File: src/hw/rtl/btrf_pkg.sv
// Shared types and constants for the best threshold run finder.
// No dependencies; used by btrf_arith, the top level and the checker.
package btrf_pkg;

  localparam int MAX_ITEMS = 256;
  localparam int SCORE_W   = 18;
  localparam int SUM_W     = 26;
  localparam int LEN_W     = 9;
  localparam int IDX_W     = 8;
  localparam int PROD_W    = SUM_W + LEN_W;
  localparam int CNT_W     = $clog2(SUM_W);
  localparam int CFG_IDX_W = 2;

  localparam logic [IDX_W-1:0]     IDX_MAX   = IDX_W'(MAX_ITEMS - 1);
  localparam logic [SUM_W-1:0]     SUM_MAX   = '1;
  localparam logic [LEN_W-1:0]     LEN_MAX   = '1;
  localparam logic [CNT_W-1:0]     MUL_STEPS = CNT_W'(LEN_W);
  localparam logic [CNT_W-1:0]     DIV_STEPS = CNT_W'(SUM_W);

  localparam logic [CFG_IDX_W-1:0] CFG_THRESHOLD = CFG_IDX_W'(0);
  localparam logic [CFG_IDX_W-1:0] CFG_MIN_RUN   = CFG_IDX_W'(1);

  localparam logic [LEN_W-1:0]     MIN_RUN_RESET = LEN_W'(4);

  typedef enum logic {
    ARITH_MUL = 1'b0,
    ARITH_DIV = 1'b1
  } arith_op_t;

  typedef struct packed {
    logic      start;
    arith_op_t op;
  } arith_req_t;

  typedef struct packed {
    logic              done;
    logic [PROD_W-1:0] result;
  } arith_rsp_t;

  typedef struct packed {
    logic [SCORE_W-1:0] score;
    logic               last;
  } in_item_t;

  typedef struct packed {
    logic               found;
    logic [IDX_W-1:0]   run_begin;
    logic [IDX_W-1:0]   run_finish;
    logic [SCORE_W-1:0] mean_score;
  } out_item_t;

endpackage

File: src/hw/rtl/best_threshold_run_finder.sv
// Best threshold run finder. A beat that neither closes a run nor is last leaves it idle.
// Closing a run goes through S_CLOSE, then through S_MUL1 and S_MUL2 when two 9-step
// multiplies compare it with the best. A last beat adds a 26-step divide when a run was
// found. Input is taken again once S_EMIT has loaded the result; S_EMIT waits out a stall.
// Synchronous active-low reset clears the control registers, threshold to 0, min run to 4.
// Depends on btrf_pkg and btrf_arith.
module best_threshold_run_finder (
  input  logic                             clk,
  input  logic                             rst_n,
  input  logic                             in_valid,
  output logic                             in_stall,
  input  btrf_pkg::in_item_t               in_data,
  output logic                             out_valid,
  input  logic                             out_stall,
  output btrf_pkg::out_item_t              out_data,
  input  logic                             cfg_valid,
  output logic                             cfg_ready,
  input  logic [btrf_pkg::CFG_IDX_W-1:0]   cfg_index,
  input  logic [btrf_pkg::SCORE_W-1:0]     cfg_data
);

  typedef enum logic [6:0] {
    S_IDLE  = 7'b0000001,
    S_CLOSE = 7'b0000010,
    S_MUL1  = 7'b0000100,
    S_MUL2  = 7'b0001000,
    S_FINAL = 7'b0010000,
    S_DIV   = 7'b0100000,
    S_EMIT  = 7'b1000000
  } state_t;

  state_t                         state_r, state_nxt;
  logic [btrf_pkg::SCORE_W-1:0]   thr_r;
  logic [btrf_pkg::LEN_W-1:0]     min_len_r;
  logic [btrf_pkg::IDX_W-1:0]     item_idx_r, item_idx_nxt;
  logic                           in_run_r, in_run_nxt;
  logic [btrf_pkg::IDX_W-1:0]     run_start_r, run_start_nxt;
  logic [btrf_pkg::SUM_W-1:0]     run_sum_r, run_sum_nxt;
  logic [btrf_pkg::LEN_W-1:0]     run_len_r, run_len_nxt;
  logic                           best_valid_r, best_valid_nxt;
  logic [btrf_pkg::IDX_W-1:0]     best_start_r, best_start_nxt;
  logic [btrf_pkg::IDX_W-1:0]     best_end_r, best_end_nxt;
  logic [btrf_pkg::SUM_W-1:0]     best_sum_r, best_sum_nxt;
  logic [btrf_pkg::LEN_W-1:0]     best_len_r, best_len_nxt;
  logic                           last_r, last_nxt;
  logic [btrf_pkg::PROD_W-1:0]    p1_r, p1_nxt;
  btrf_pkg::out_item_t            res_r, res_nxt;
  logic                           out_valid_r, out_valid_nxt;
  btrf_pkg::out_item_t            out_data_r, out_data_nxt;

  btrf_pkg::arith_req_t           req;
  btrf_pkg::arith_rsp_t           rsp;
  logic [btrf_pkg::SUM_W-1:0]     opa;
  logic [btrf_pkg::LEN_W-1:0]     opb;

  logic                           accept;
  logic                           score_ge;
  logic [btrf_pkg::SUM_W:0]       sum_ext;
  logic                           qualify;
  logic [btrf_pkg::IDX_W+1:0]     end_ext;
  logic [btrf_pkg::IDX_W-1:0]     run_end;
  logic                           take;
  logic                           close_done;

  btrf_arith u_arith (
    .clk   (clk),
    .rst_n (rst_n),
    .req   (req),
    .opa   (opa),
    .opb   (opb),
    .rsp   (rsp)
  );

  assign in_stall  = (state_r != S_IDLE) || !rst_n;
  assign cfg_ready = rst_n;
  assign out_valid = out_valid_r;
  assign out_data  = out_data_r;

  assign accept   = in_valid && !in_stall;
  assign score_ge = in_data.score >= thr_r;
  assign sum_ext  = {1'b0, run_sum_r} + (btrf_pkg::SUM_W + 1)'(in_data.score);
  assign qualify  = in_run_r && (run_len_r >= min_len_r) && (run_len_r != '0);
  assign end_ext  = (btrf_pkg::IDX_W + 2)'(run_start_r) + (btrf_pkg::IDX_W + 2)'(run_len_r)
                    - (btrf_pkg::IDX_W + 2)'(1);
  assign run_end  = (end_ext > (btrf_pkg::IDX_W + 2)'(btrf_pkg::IDX_MAX))
                    ? btrf_pkg::IDX_MAX : end_ext[btrf_pkg::IDX_W-1:0];

  always_comb begin
    state_nxt      = state_r;
    item_idx_nxt   = item_idx_r;
    in_run_nxt     = in_run_r;
    run_start_nxt  = run_start_r;
    run_sum_nxt    = run_sum_r;
    run_len_nxt    = run_len_r;
    best_valid_nxt = best_valid_r;
    best_start_nxt = best_start_r;
    best_end_nxt   = best_end_r;
    best_sum_nxt   = best_sum_r;
    best_len_nxt   = best_len_r;
    last_nxt       = last_r;
    p1_nxt         = p1_r;
    res_nxt        = res_r;
    out_valid_nxt  = out_valid_r;
    out_data_nxt   = out_data_r;
    req.start      = 1'b0;
    req.op         = btrf_pkg::ARITH_MUL;
    opa            = run_sum_r;
    opb            = best_len_r;
    take           = 1'b0;
    close_done     = 1'b0;

    if (out_valid_r && !out_stall) begin
      out_valid_nxt = 1'b0;
    end

    unique case (state_r)
      S_IDLE: begin
        if (accept) begin
          if (score_ge) begin
            in_run_nxt = 1'b1;
            if (!in_run_r) begin
              run_start_nxt = item_idx_r;
              run_sum_nxt   = btrf_pkg::SUM_W'(in_data.score);
              run_len_nxt   = btrf_pkg::LEN_W'(1);
            end else begin
              run_sum_nxt = sum_ext[btrf_pkg::SUM_W] ? btrf_pkg::SUM_MAX
                                                     : sum_ext[btrf_pkg::SUM_W-1:0];
              if (run_len_r != btrf_pkg::LEN_MAX) begin
                run_len_nxt = run_len_r + 1'b1;
              end
            end
          end
          if (!in_data.last && (item_idx_r != btrf_pkg::IDX_MAX)) begin
            item_idx_nxt = item_idx_r + 1'b1;
          end
          last_nxt = in_data.last;
          if (!score_ge || in_data.last) begin
            state_nxt = S_CLOSE;
          end
        end
      end
      S_CLOSE: begin
        if (!qualify) begin
          close_done = 1'b1;
        end else if (!best_valid_r) begin
          take       = (run_sum_r != '0);
          close_done = 1'b1;
        end else begin
          req.start = 1'b1;
          req.op    = btrf_pkg::ARITH_MUL;
          opa       = run_sum_r;
          opb       = best_len_r;
          state_nxt = S_MUL1;
        end
      end
      S_MUL1: begin
        if (rsp.done) begin
          p1_nxt    = rsp.result;
          req.start = 1'b1;
          req.op    = btrf_pkg::ARITH_MUL;
          opa       = best_sum_r;
          opb       = run_len_r;
          state_nxt = S_MUL2;
        end
      end
      S_MUL2: begin
        if (rsp.done) begin
          take       = (p1_r > rsp.result);
          close_done = 1'b1;
        end
      end
      S_FINAL: begin
        if (best_valid_r && (best_len_r != '0)) begin
          req.start = 1'b1;
          req.op    = btrf_pkg::ARITH_DIV;
          opa       = best_sum_r;
          opb       = best_len_r;
          state_nxt = S_DIV;
        end else begin
          res_nxt   = '0;
          state_nxt = S_EMIT;
        end
      end
      S_DIV: begin
        if (rsp.done) begin
          res_nxt.found      = 1'b1;
          res_nxt.run_begin  = best_start_r;
          res_nxt.run_finish = best_end_r;
          res_nxt.mean_score = rsp.result[btrf_pkg::SCORE_W-1:0];
          state_nxt          = S_EMIT;
        end
      end
      S_EMIT: begin
        if (!out_valid_r || !out_stall) begin
          out_data_nxt   = res_r;
          out_valid_nxt  = 1'b1;
          item_idx_nxt   = '0;
          in_run_nxt     = 1'b0;
          run_start_nxt  = '0;
          run_sum_nxt    = '0;
          run_len_nxt    = '0;
          best_valid_nxt = 1'b0;
          best_start_nxt = '0;
          best_end_nxt   = '0;
          best_sum_nxt   = '0;
          best_len_nxt   = '0;
          last_nxt       = 1'b0;
          state_nxt      = S_IDLE;
        end
      end
      default: begin
        state_nxt = S_IDLE;
      end
    endcase

    if (take) begin
      best_valid_nxt = 1'b1;
      best_start_nxt = run_start_r;
      best_end_nxt   = run_end;
      best_sum_nxt   = run_sum_r;
      best_len_nxt   = run_len_r;
    end

    if (close_done) begin
      in_run_nxt  = 1'b0;
      run_sum_nxt = '0;
      run_len_nxt = '0;
      state_nxt   = last_r ? S_FINAL : S_IDLE;
    end
  end

  always_ff @(posedge clk) begin
    if (!rst_n) begin
      state_r      <= S_IDLE;
      thr_r        <= '0;
      min_len_r    <= btrf_pkg::MIN_RUN_RESET;
      item_idx_r   <= '0;
      in_run_r     <= 1'b0;
      run_start_r  <= '0;
      run_sum_r    <= '0;
      run_len_r    <= '0;
      best_valid_r <= 1'b0;
      best_start_r <= '0;
      best_end_r   <= '0;
      best_sum_r   <= '0;
      best_len_r   <= '0;
      last_r       <= 1'b0;
      out_valid_r  <= 1'b0;
    end else begin
      state_r      <= state_nxt;
      item_idx_r   <= item_idx_nxt;
      in_run_r     <= in_run_nxt;
      run_start_r  <= run_start_nxt;
      run_sum_r    <= run_sum_nxt;
      run_len_r    <= run_len_nxt;
      best_valid_r <= best_valid_nxt;
      best_start_r <= best_start_nxt;
      best_end_r   <= best_end_nxt;
      best_sum_r   <= best_sum_nxt;
      best_len_r   <= best_len_nxt;
      last_r       <= last_nxt;
      out_valid_r  <= out_valid_nxt;
      if (cfg_valid && cfg_ready) begin
        if (cfg_index == btrf_pkg::CFG_THRESHOLD) begin
          thr_r <= cfg_data;
        end else if (cfg_index == btrf_pkg::CFG_MIN_RUN) begin
          min_len_r <= cfg_data[btrf_pkg::LEN_W-1:0];
        end
      end
    end
    p1_r       <= p1_nxt;
    res_r      <= res_nxt;
    out_data_r <= out_data_nxt;
  end

endmodule

File: src/hw/rtl/btrf_arith.sv
// Shared iterative arithmetic unit: shift-add multiply and restoring divide.
// Depends on btrf_pkg; one adder serves both operations, one bit per cycle.
module btrf_arith (
  input  logic                         clk,
  input  logic                         rst_n,
  input  btrf_pkg::arith_req_t         req,
  input  logic [btrf_pkg::SUM_W-1:0]   opa,
  input  logic [btrf_pkg::LEN_W-1:0]   opb,
  output btrf_pkg::arith_rsp_t         rsp
);

  logic                          busy_r, busy_nxt;
  logic                          done_r, done_nxt;
  btrf_pkg::arith_op_t           op_r, op_nxt;
  logic [btrf_pkg::CNT_W-1:0]    cnt_r, cnt_nxt;
  logic [btrf_pkg::PROD_W-1:0]   acc_r, acc_nxt;
  logic [btrf_pkg::SUM_W-1:0]    a_r, a_nxt;
  logic [btrf_pkg::LEN_W-1:0]    b_r, b_nxt;
  logic [btrf_pkg::LEN_W-1:0]    rem_r, rem_nxt;

  logic [btrf_pkg::LEN_W:0]      rem_t;
  logic [btrf_pkg::PROD_W-1:0]   add_x, add_y, add_sum;
  logic                          add_cin;
  logic                          neg;

  always_comb begin
    rem_t = {rem_r, a_r[btrf_pkg::SUM_W-1]};
    unique case (op_r)
      btrf_pkg::ARITH_MUL: begin
        add_x   = {acc_r[btrf_pkg::PROD_W-2:0], 1'b0};
        add_y   = b_r[btrf_pkg::LEN_W-1] ? btrf_pkg::PROD_W'(a_r) : '0;
        add_cin = 1'b0;
      end
      btrf_pkg::ARITH_DIV: begin
        add_x   = btrf_pkg::PROD_W'(rem_t);
        add_y   = ~btrf_pkg::PROD_W'(b_r);
        add_cin = 1'b1;
      end
      default: begin
        add_x   = '0;
        add_y   = '0;
        add_cin = 1'b0;
      end
    endcase
    add_sum = add_x + add_y + btrf_pkg::PROD_W'(add_cin);
    neg     = add_sum[btrf_pkg::PROD_W-1];
  end

  always_comb begin
    busy_nxt = busy_r;
    done_nxt = 1'b0;
    op_nxt   = op_r;
    cnt_nxt  = cnt_r;
    acc_nxt  = acc_r;
    a_nxt    = a_r;
    b_nxt    = b_r;
    rem_nxt  = rem_r;
    if (busy_r) begin
      unique case (op_r)
        btrf_pkg::ARITH_MUL: begin
          acc_nxt = add_sum;
          b_nxt   = {b_r[btrf_pkg::LEN_W-2:0], 1'b0};
        end
        btrf_pkg::ARITH_DIV: begin
          rem_nxt = neg ? rem_t[btrf_pkg::LEN_W-1:0] : add_sum[btrf_pkg::LEN_W-1:0];
          a_nxt   = {a_r[btrf_pkg::SUM_W-2:0], 1'b0};
          acc_nxt = {acc_r[btrf_pkg::PROD_W-2:0], ~neg};
        end
        default: begin
          acc_nxt = acc_r;
        end
      endcase
      if (cnt_r == '0) begin
        busy_nxt = 1'b0;
        done_nxt = 1'b1;
      end else begin
        cnt_nxt = cnt_r - 1'b1;
      end
    end else if (req.start) begin
      busy_nxt = 1'b1;
      op_nxt   = req.op;
      acc_nxt  = '0;
      rem_nxt  = '0;
      a_nxt    = opa;
      b_nxt    = opb;
      cnt_nxt  = (req.op == btrf_pkg::ARITH_MUL) ? btrf_pkg::MUL_STEPS - 1'b1
                                                 : btrf_pkg::DIV_STEPS - 1'b1;
    end
  end

  always_ff @(posedge clk) begin
    if (!rst_n) begin
      busy_r <= 1'b0;
      done_r <= 1'b0;
      op_r   <= btrf_pkg::ARITH_MUL;
      cnt_r  <= '0;
    end else begin
      busy_r <= busy_nxt;
      done_r <= done_nxt;
      op_r   <= op_nxt;
      cnt_r  <= cnt_nxt;
    end
    acc_r <= acc_nxt;
    a_r   <= a_nxt;
    b_r   <= b_nxt;
    rem_r <= rem_nxt;
  end

  assign rsp.done   = done_r;
  assign rsp.result = acc_r;

endmodule

File: config.mk
export PLATFORM = sky130hd
export DESIGN_NAME = best_threshold_run_finder
export DESIGN_NICKNAME = d
export VERILOG_FILES = /design/src/hw/rtl/btrf_pkg.sv /design/src/hw/rtl/best_threshold_run_finder.sv /design/src/hw/rtl/btrf_arith.sv
export SDC_FILE = /design/constraint.sdc
export NUM_CORES = 1
export LEC_CHECK = 0
export BUFFER_PORTS_ARGS = -buffer_cell sky130_fd_sc_hd__clkbuf_2
export CAP_MARGIN = 20
export CELL_PAD_IN_SITES_DETAIL_PLACEMENT = 1
export CELL_PAD_IN_SITES_GLOBAL_PLACEMENT = 1
export CORE_MARGIN = 5
export CORE_UTILIZATION = 30
export CTS_CLUSTER_SIZE = 30
export DETAILED_ROUTE_END_ITERATION = 6
export PLACE_DENSITY = 0.61
export SYNTH_ARGS = -nofsm -noshare
export SYNTH_HDL_FRONTEND = slang
export SYNTH_SLANG_ARGS = --single-unit
File: constraint.sdc
create_clock -name clk -period 8.75 [get_ports clk]
set_input_delay 0.4375 -clock clk [delete_from_list [all_inputs] [get_ports clk]]
set_output_delay 0.4375 -clock clk [all_outputs]
set_load 0.01 [all_outputs]
==> flow_metrics.tcl, run 1 <==
set metrics [dict create \
    grt_pass1_wl_mm 81.9 \
    clock_path_buffers 3 \
    p_int_mw 2.89 \
    cp_common_cell "o21ai_0" \
    dpl-instance-area_um2 19500 \
    status "finished, final reports clean" \
    maxSlewHeadroom_pct 32.2 \
    whs_ns 0.116 \
    final_nets 2190 \
    synth_edf_count 184 \
    finalMaxSlewViolations 0 \
    nFillCells 6859 \
    track_usage_pct 15.0 \
    synth.distinct_cells 89 \
    final.setup.worst_slack_ns 4.19 \
    layout-drive-gt1-share_pct 9.68 \
    worst-r2r-setup-slack_ns 4.19 \
    start_kind "register" \
    clkTransAtPathRegs_ns 0.06 \
    viasPerCell 5.06 \
    vias 14300 \
    swShare_pct 25.7 \
    syn-num-nets 2146 \
    finalCriticalPeriod_ns 4.56 \
    fmax_mhz 219 \
    path_cells "nor2b_1 -> nand2_1 -> o21ai_0 -> fa_1 -> fa_1 -> a211oi_1 -> o21a_2 -> a21oi_2 -> o2111ai_2 -> a21oi_1 -> o21ai_0 -> and2_1 -> o21ai_0" \
    final-hold-violation-count 0 \
    grt-ovfl-total 0 \
    synth.area.top_cells "edfxtp_1 30%, dfxtp_1 16%, ha_1 8.7%" \
    dpl_worst_slack_ns 4.20 \
    critPathMaxFanout 20 \
    critPathTopFamily "compound AO/OA/AOI/OAI gates" \
    fin_skew_ns 0.0243 \
    path_buf_inv 0 \
    synth_warnings 0 \
    gp_congestion 0.876 \
    crit_type "reg -> reg" \
    avgSynthCellArea_um2 9.31 \
    seq_power_share_pct 44.0 \
    irDropWorstVdd_v 0.000126 \
    clock_sinks 332 \
    antenna_cells 0 \
    rsz0062_at_grt "false" \
    drc_errors 0 \
    power_frac_comb_pct 10.8 \
    critPathSlowestCell "edfxtp_1" \
    final.setup.tns_ns 0 \
    yosysTopAreaCellShare_pct 30.1 \
    ctsResizeCount 0 \
    dpl.hpwl_mm 36.6 \
    worstPathArrival_ns 4.86 \
    synth_cells 1971 \
    tritoncts "built" \
    core_area_um2 60500 \
    portBuffers 81 \
    drt-initial-drc-count 719 \
    post_drt_wl_per_cell_um 17.8 \
    p_sw_mw 0.997 \
    root_buffer "clkbuf_16" \
    required_ns 9.05 \
    yosysTopAreaCell "edfxtp_1" \
    clock_latency_ns 0.57 \
    fin_crit_sh_pct 52.1 \
    end_kind "register" \
    ant_nets 0 \
    yosysSeqAreaShare_pct 46.2 \
    fin_util_pct 34.5 \
    grt_pass1_vias 14900 \
    firstDrtPassIters 5 \
    maxCapViolCount 0 \
    final_common_cell "nand2_1" \
    cts_buffers 40 \
    h-tree-depth 2 \
    ys.flop_type "edfxtp_1" \
    finalInstanceArea_um2 20900 \
    hold_path_class "in -> reg" \
    async_flop_share_pct 0 \
    post-cts-setup-buffers 0 \
    die_y_um 257 \
    p_leak_nw 7.80 \
    p_per_area_nw_per_um2 186 \
    grt_max_degree 104 \
    mostFrequentLayoutCells "318 x nand2_1, 184 x edfxtp_1, 159 x o21ai_0" \
    finalSetupViolCount 0 \
    rows 90 \
    syn_area_um2 18400 \
    ios 82 \
    die_width_um 257 \
    hold_buffers 0 \
    die_area_um2 66200 \
    synth_seq_cells 332 \
    cp_slowest_stage_delay_ns 0.64 \
    worstMarginPinSlew_ns 1.02 \
    wl_mm 50.4 \
    p_clk_share_pct 45.2 \
    antenna_found_initial 1 \
    syn2layout_area_growth_pct 13.7 \
    start_util_pct 30.4 \
]
registers in the layout (all words and copies together) (netlist names), 18 cells and up:
name           count
p1_r              35
res_r             35
run_sum_r         26
u_arith.acc_r     35
u_arith.a_r       26
thr_r             18
out_data          35
best_sum_r        26
power by group through the flow:
| stage | clock network [mW] | logic (mW) | registers [mW] |
|---|---|---|---|
| 2_1_floorplan | 0 | 0.310 | 1.72 |
| 3_3_place_gp | 0 | 0.410 | 1.74 |
| 3_5_place_dp | 0 | 0.422 | 1.74 |
| 4_1_cts | 1.82 | 0.425 | 1.71 |
| 5_1_grt | 1.87 | 0.473 | 1.71 |
| 6_report | 1.76 | 0.421 | 1.71 |
per-stage QoR:
stage | total power, mW | std cells
CTS | 3.95 | 2827
detailed placement | 2.16 | 2754
finish | 3.88 | 2828
global placement | 2.15 | 2753
global route | 4.05 | 2828
floorplan | 2.03 | 1971
cells in the mapped netlist, types with 3 or more instances:
cell type,instances
o21a_1,14
nor2_1,129
inv_1,126
nor4_1,15
nand2_1,318
buf_1,11
nand3b_1,4
xor2_1,16
nor3_1,20
a21o_1,26
o31a_1,3
buf_6,3
and3_1,18
and2_1,46
xnor2_1,46
buf_4,10
a41oi_1,3
o21bai_1,5
or3_1,7
o211a_1,4
ha_1,127
o2bb2ai_1,17
o311ai_0,4
nor2b_1,19
a31oi_1,14
o211ai_1,10
a211oi_1,18
nand4_1,60
o21ai_1,3
nand2b_1,9
nand3_1,50
o31ai_1,6
and4b_1,3
and3b_1,3
dfxtp_1,148
buf_2,10
o21ai_0,159
fa_1,4
a21oi_1,98
a21boi_0,40
clkbuf_1,62
a211o_1,3
edfxtp_1,184
mux2i_1,39
o311a_1,3
layout make-up:
type,count,area [um^2],area share (%)
multi-input cells,1415,8990,43.1
flip-flops and latches,332,8490,40.7
clock buffers,55,1140,5.46
well taps,782,978,4.69
repair buffers,99,559,2.68
inverters,127,477,2.28
clock inverters,18,234,1.12
worst reg2reg max path, cell delays in order (launching register included):
cell	delay, ns
edfxtp_1	0.64
nor2b_1	0.33
nand2_1	0.10
o21ai_0	0.13
fa_1	0.50
fa_1	0.45
a211oi_1	0.27
o21a_2	0.25
a21oi_2	0.10
o2111ai_2	0.36
a21oi_1	0.13
o21ai_0	0.40
and2_1	0.49
o21ai_0	0.17
worst paths after layout:
kind / end / depth (start not counted) / from
setup / recovery: u_arith.rem_r[8] / 13 / u_arith.b_r[8]
hold / removal: thr_r[9] / 3 / cfg_data[9]
setup reg to reg: u_arith.rem_r[8] / 13 / u_arith.b_r[8]
hold reg to reg: out_data[22] / 0 / res_r[22]
routing by layer:
metal / global-route usage [%] / vias to the layer above / wire [um]
met5: 0 / - / 0
met4: 3.80 / 0 / 1060
met3: 2.20 / 58 / 1810
met2: 24.3 / 198 / 22700
met1: 21.1 / 6937 / 24900
li1: - / 7107 / -
cells by family after synthesis:
group           Yosys count  synth area share [%]
compound gates          465                  16.3
buf+inv                 224                  4.98
simple gates            716                  18.2
fa+ha+maj               131                  9.09
mux                      41                  2.25
xor+xnor                 62                  2.96
flops                   332                  46.2
(Power assumes the default switching activity.)
==> inputs of run 2 (changes only) <==
Settings changed: ABC_AREA from default to 1, PLACE_DENSITY 0.61 to 0.65.
Clock period 8.75 ns to 3.75 ns, I/O delays scaled along.
==> flow_metrics.tcl, run 2 <==
set metrics [dict create \
    path_buf_inv 2 \
    finalSetupViolCount 0 \
    cp_slowest_stage_delay_ns 0.46 \
    die_width_um 265 \
    syn2layout_area_growth_pct 14.8 \
    grt-busiest-layer "met2" \
    cp_common_cell "nand3_1" \
    start_kind "register" \
    critPathTopFamily "simple AND/OR/NAND/NOR gates" \
    fmax_mhz 298 \
    critPathSlowestCell "fa_1" \
    syn_area_um2 19500 \
    dpl.hpwl_mm 46.2 \
    tritoncts "built" \
    regArea_um2 8490 \
    start_util_pct 30.3 \
    maxCapViolCount 0 \
    core_area_um2 64300 \
    yosys-top-cells-count "543 x nand2_1, 294 x inv_1, 290 x nor2_1" \
    status "finished, final reports clean" \
    grt_pass1_wl_mm 97.9 \
    final.setup.tns_ns 0 \
    grt_max_degree 74 \
    yosysTopAreaCellShare_pct 28.4 \
    synth_seq_cells 332 \
    final_nets 2775 \
    final-hold-violation-count 0 \
    cts_buffers 41 \
    finalCriticalPeriod_ns 3.35 \
    crit_type "reg -> reg" \
    final_common_cell "nand2_1" \
    p_leak_nw 9.40 \
    path_cells "clkinv_1 -> buf_4 -> nand2_1 -> o22ai_1 -> fa_1 -> fa_1 -> nand3_1 -> nand3_1 -> nand3_1 -> nand3_1 -> nand3_1 -> nand2_1 -> nor2_1 -> nor2_1" \
    root_buffer "clkbuf_16" \
    ios 82 \
    ys.flop_type "edfxtp_1" \
    mostFrequentLayoutCells "543 x nand2_1, 293 x inv_1, 289 x nor2_1" \
    portBuffers 81 \
    post_drt_wl_per_cell_um 17.7 \
    grt-ovfl-total 0 \
    irDropWorstVdd_v 0.000279 \
    multiInputGateArea_um2 9450 \
    viasPerCell 5.03 \
    synth.area.top_cells "edfxtp_1 28%, dfxtp_1 15%, nand2_1 10%" \
    wl_mm 61.8 \
    firstDrtPassIters 5 \
    layout-drive-gt1-share_pct 7.86 \
    grt_use_met3_pct 2.18 \
    worstMarginPinSlew_ns 1.04 \
    clock_latency_ns 0.59 \
    p_per_area_nw_per_um2 522 \
    die_area_um2 70100 \
    finalInstanceArea_um2 22300 \
    avgSynthCellArea_um2 7.73 \
    synth.distinct_cells 48 \
    dpl-instance-area_um2 20800 \
    yosysSeqAreaShare_pct 43.6 \
    rsz0062_at_grt "false" \
    synth_most_common_cell "nand2_1" \
    synth_edf_count 184 \
    worstPathArrival_ns 3.70 \
    ctsResizeCount 0 \
    track_usage_pct 17.0 \
    antenna_found_initial 0 \
    grt_use_met2_pct 28.7 \
    gp_congestion 0.935 \
    grt_pass1_vias 18200 \
    use_met1_pct 22.9 \
    async_flop_share_pct 0 \
    nFillCells 7792 \
    required_ns 4.09 \
    hold_path_class "in -> reg" \
    drc_errors 0 \
    critPathMaxFanout 36 \
    clkTransAtPathRegs_ns 0.06 \
    synth_warnings 0 \
    fin_crit_sh_pct 89.4 \
    antenna_cells 0 \
    rows 93 \
    synth_cells 2520 \
    vias 17500 \
    syn-num-nets 2695 \
    h-tree-depth 2 \
    maxSlewHeadroom_pct 30.5 \
    fin_skew_ns 0.0301 \
    finalMaxSlewViolations 0 \
    yosysTopAreaCell "edfxtp_1" \
    ant_nets 0 \
    clock_path_buffers 3 \
    end_kind "register" \
    die_y_um 265 \
    clock_sinks 332 \
    drt-initial-drc-count 1025 \
]
[run 2: changes by cell type in the layout (fill, tap and decap cells not counted), moves of 40 or more]
cell	previous run	this run
nand2_1	318	543
a21oi_1	97	264
inv_1	126	293
nor2_1	129	289
nand3_1	50	146
and2_1	46	6
[run 2: cells by family (layout without fill, tap and decap cells)]
| group | count (synthesis) | count (layout) | synth area share, % |
|---|---|---|---|
| flops | 332 | 332 | 43.6 |
| compound gates | 478 | 478 | 13.1 |
| buf+inv | 403 | 515 | 7.93 |
| simple gates | 1137 | 1137 | 25.0 |
| xor+xnor | 39 | 39 | 1.75 |
| fa+ha+maj | 131 | 131 | 8.57 |
[run 2: metal layers]
| metal | vias up | wire length (um) |
|---|---|---|
| met5 | - | 0 |
| met4 | 0 | 1640 |
| met3 | 94 | 2280 |
| met2 | 323 | 29200 |
| met1 | 8490 | 28600 |
| li1 | 8635 | - |
[run 2: worst paths after layout]
kind / slack [ns] / cells past startpoint / start / end
max: 0.40 / 14 / u_arith.op_r / u_arith.rem_r[3]
min: 0.03 / 4 / cfg_index[0] / thr_r[0]
max reg2reg: 0.40 / 14 / u_arith.op_r / u_arith.rem_r[3]
min reg2reg: 0.42 / 0 / res_r[5] / out_data[5]
[run 2: layout make-up]
type / count / share of cell area, %
sequential: 332 / 38.0
clock buffer: 56 / 4.93
tap: 855 / 4.79
clock inverter: 19 / 0.930
timing repair buffer: 132 / 3.90
multi-input combinational: 1785 / 42.3
inverter: 308 / 5.17
[run 2: repair_timing]
| action | in CTS | in global routing |
|---|---|---|
| buffers inserted | 0 | 1 |
| hold endpoints to repair | 29 | 0 |
| hold buffers | 23 | 0 |
| setup endpoints to repair | 0 | 3 |
[run 2: tightest hold or removal path, cell delays in order]
cell and delay (ns):
clkbuf_2 0.09, nor3_1 0.07, o21ai_0 0.15, nor2_1 0.04
[run 2: where the power goes]
group | internal (mW) | total (mW) | switching [mW]
sequential | 4.03 | 4.29 | 0.260
combinational | 1.10 | 3.43 | 2.33
clock | 2.28 | 3.95 | 1.67
total | 7.41 | 11.7 | 4.26
[run 2: metrics by stage]
stage	power, mW	hold slack [ns]	std cells	setup slack (ns)	util, %
3_3_place_gp	7.66	0.400	3388	0.374	32.3
3_5_place_dp	7.78	0.406	3388	0.244	32.3
5_1_grt	12.4	0.0705	3487	0.103	34.7
6_report	11.7	0.0267	3487	0.396	34.7
2_1_floorplan	6.74	0.314	2520	0.291	-
4_1_cts	11.8	0.00121	3486	0.246	34.7
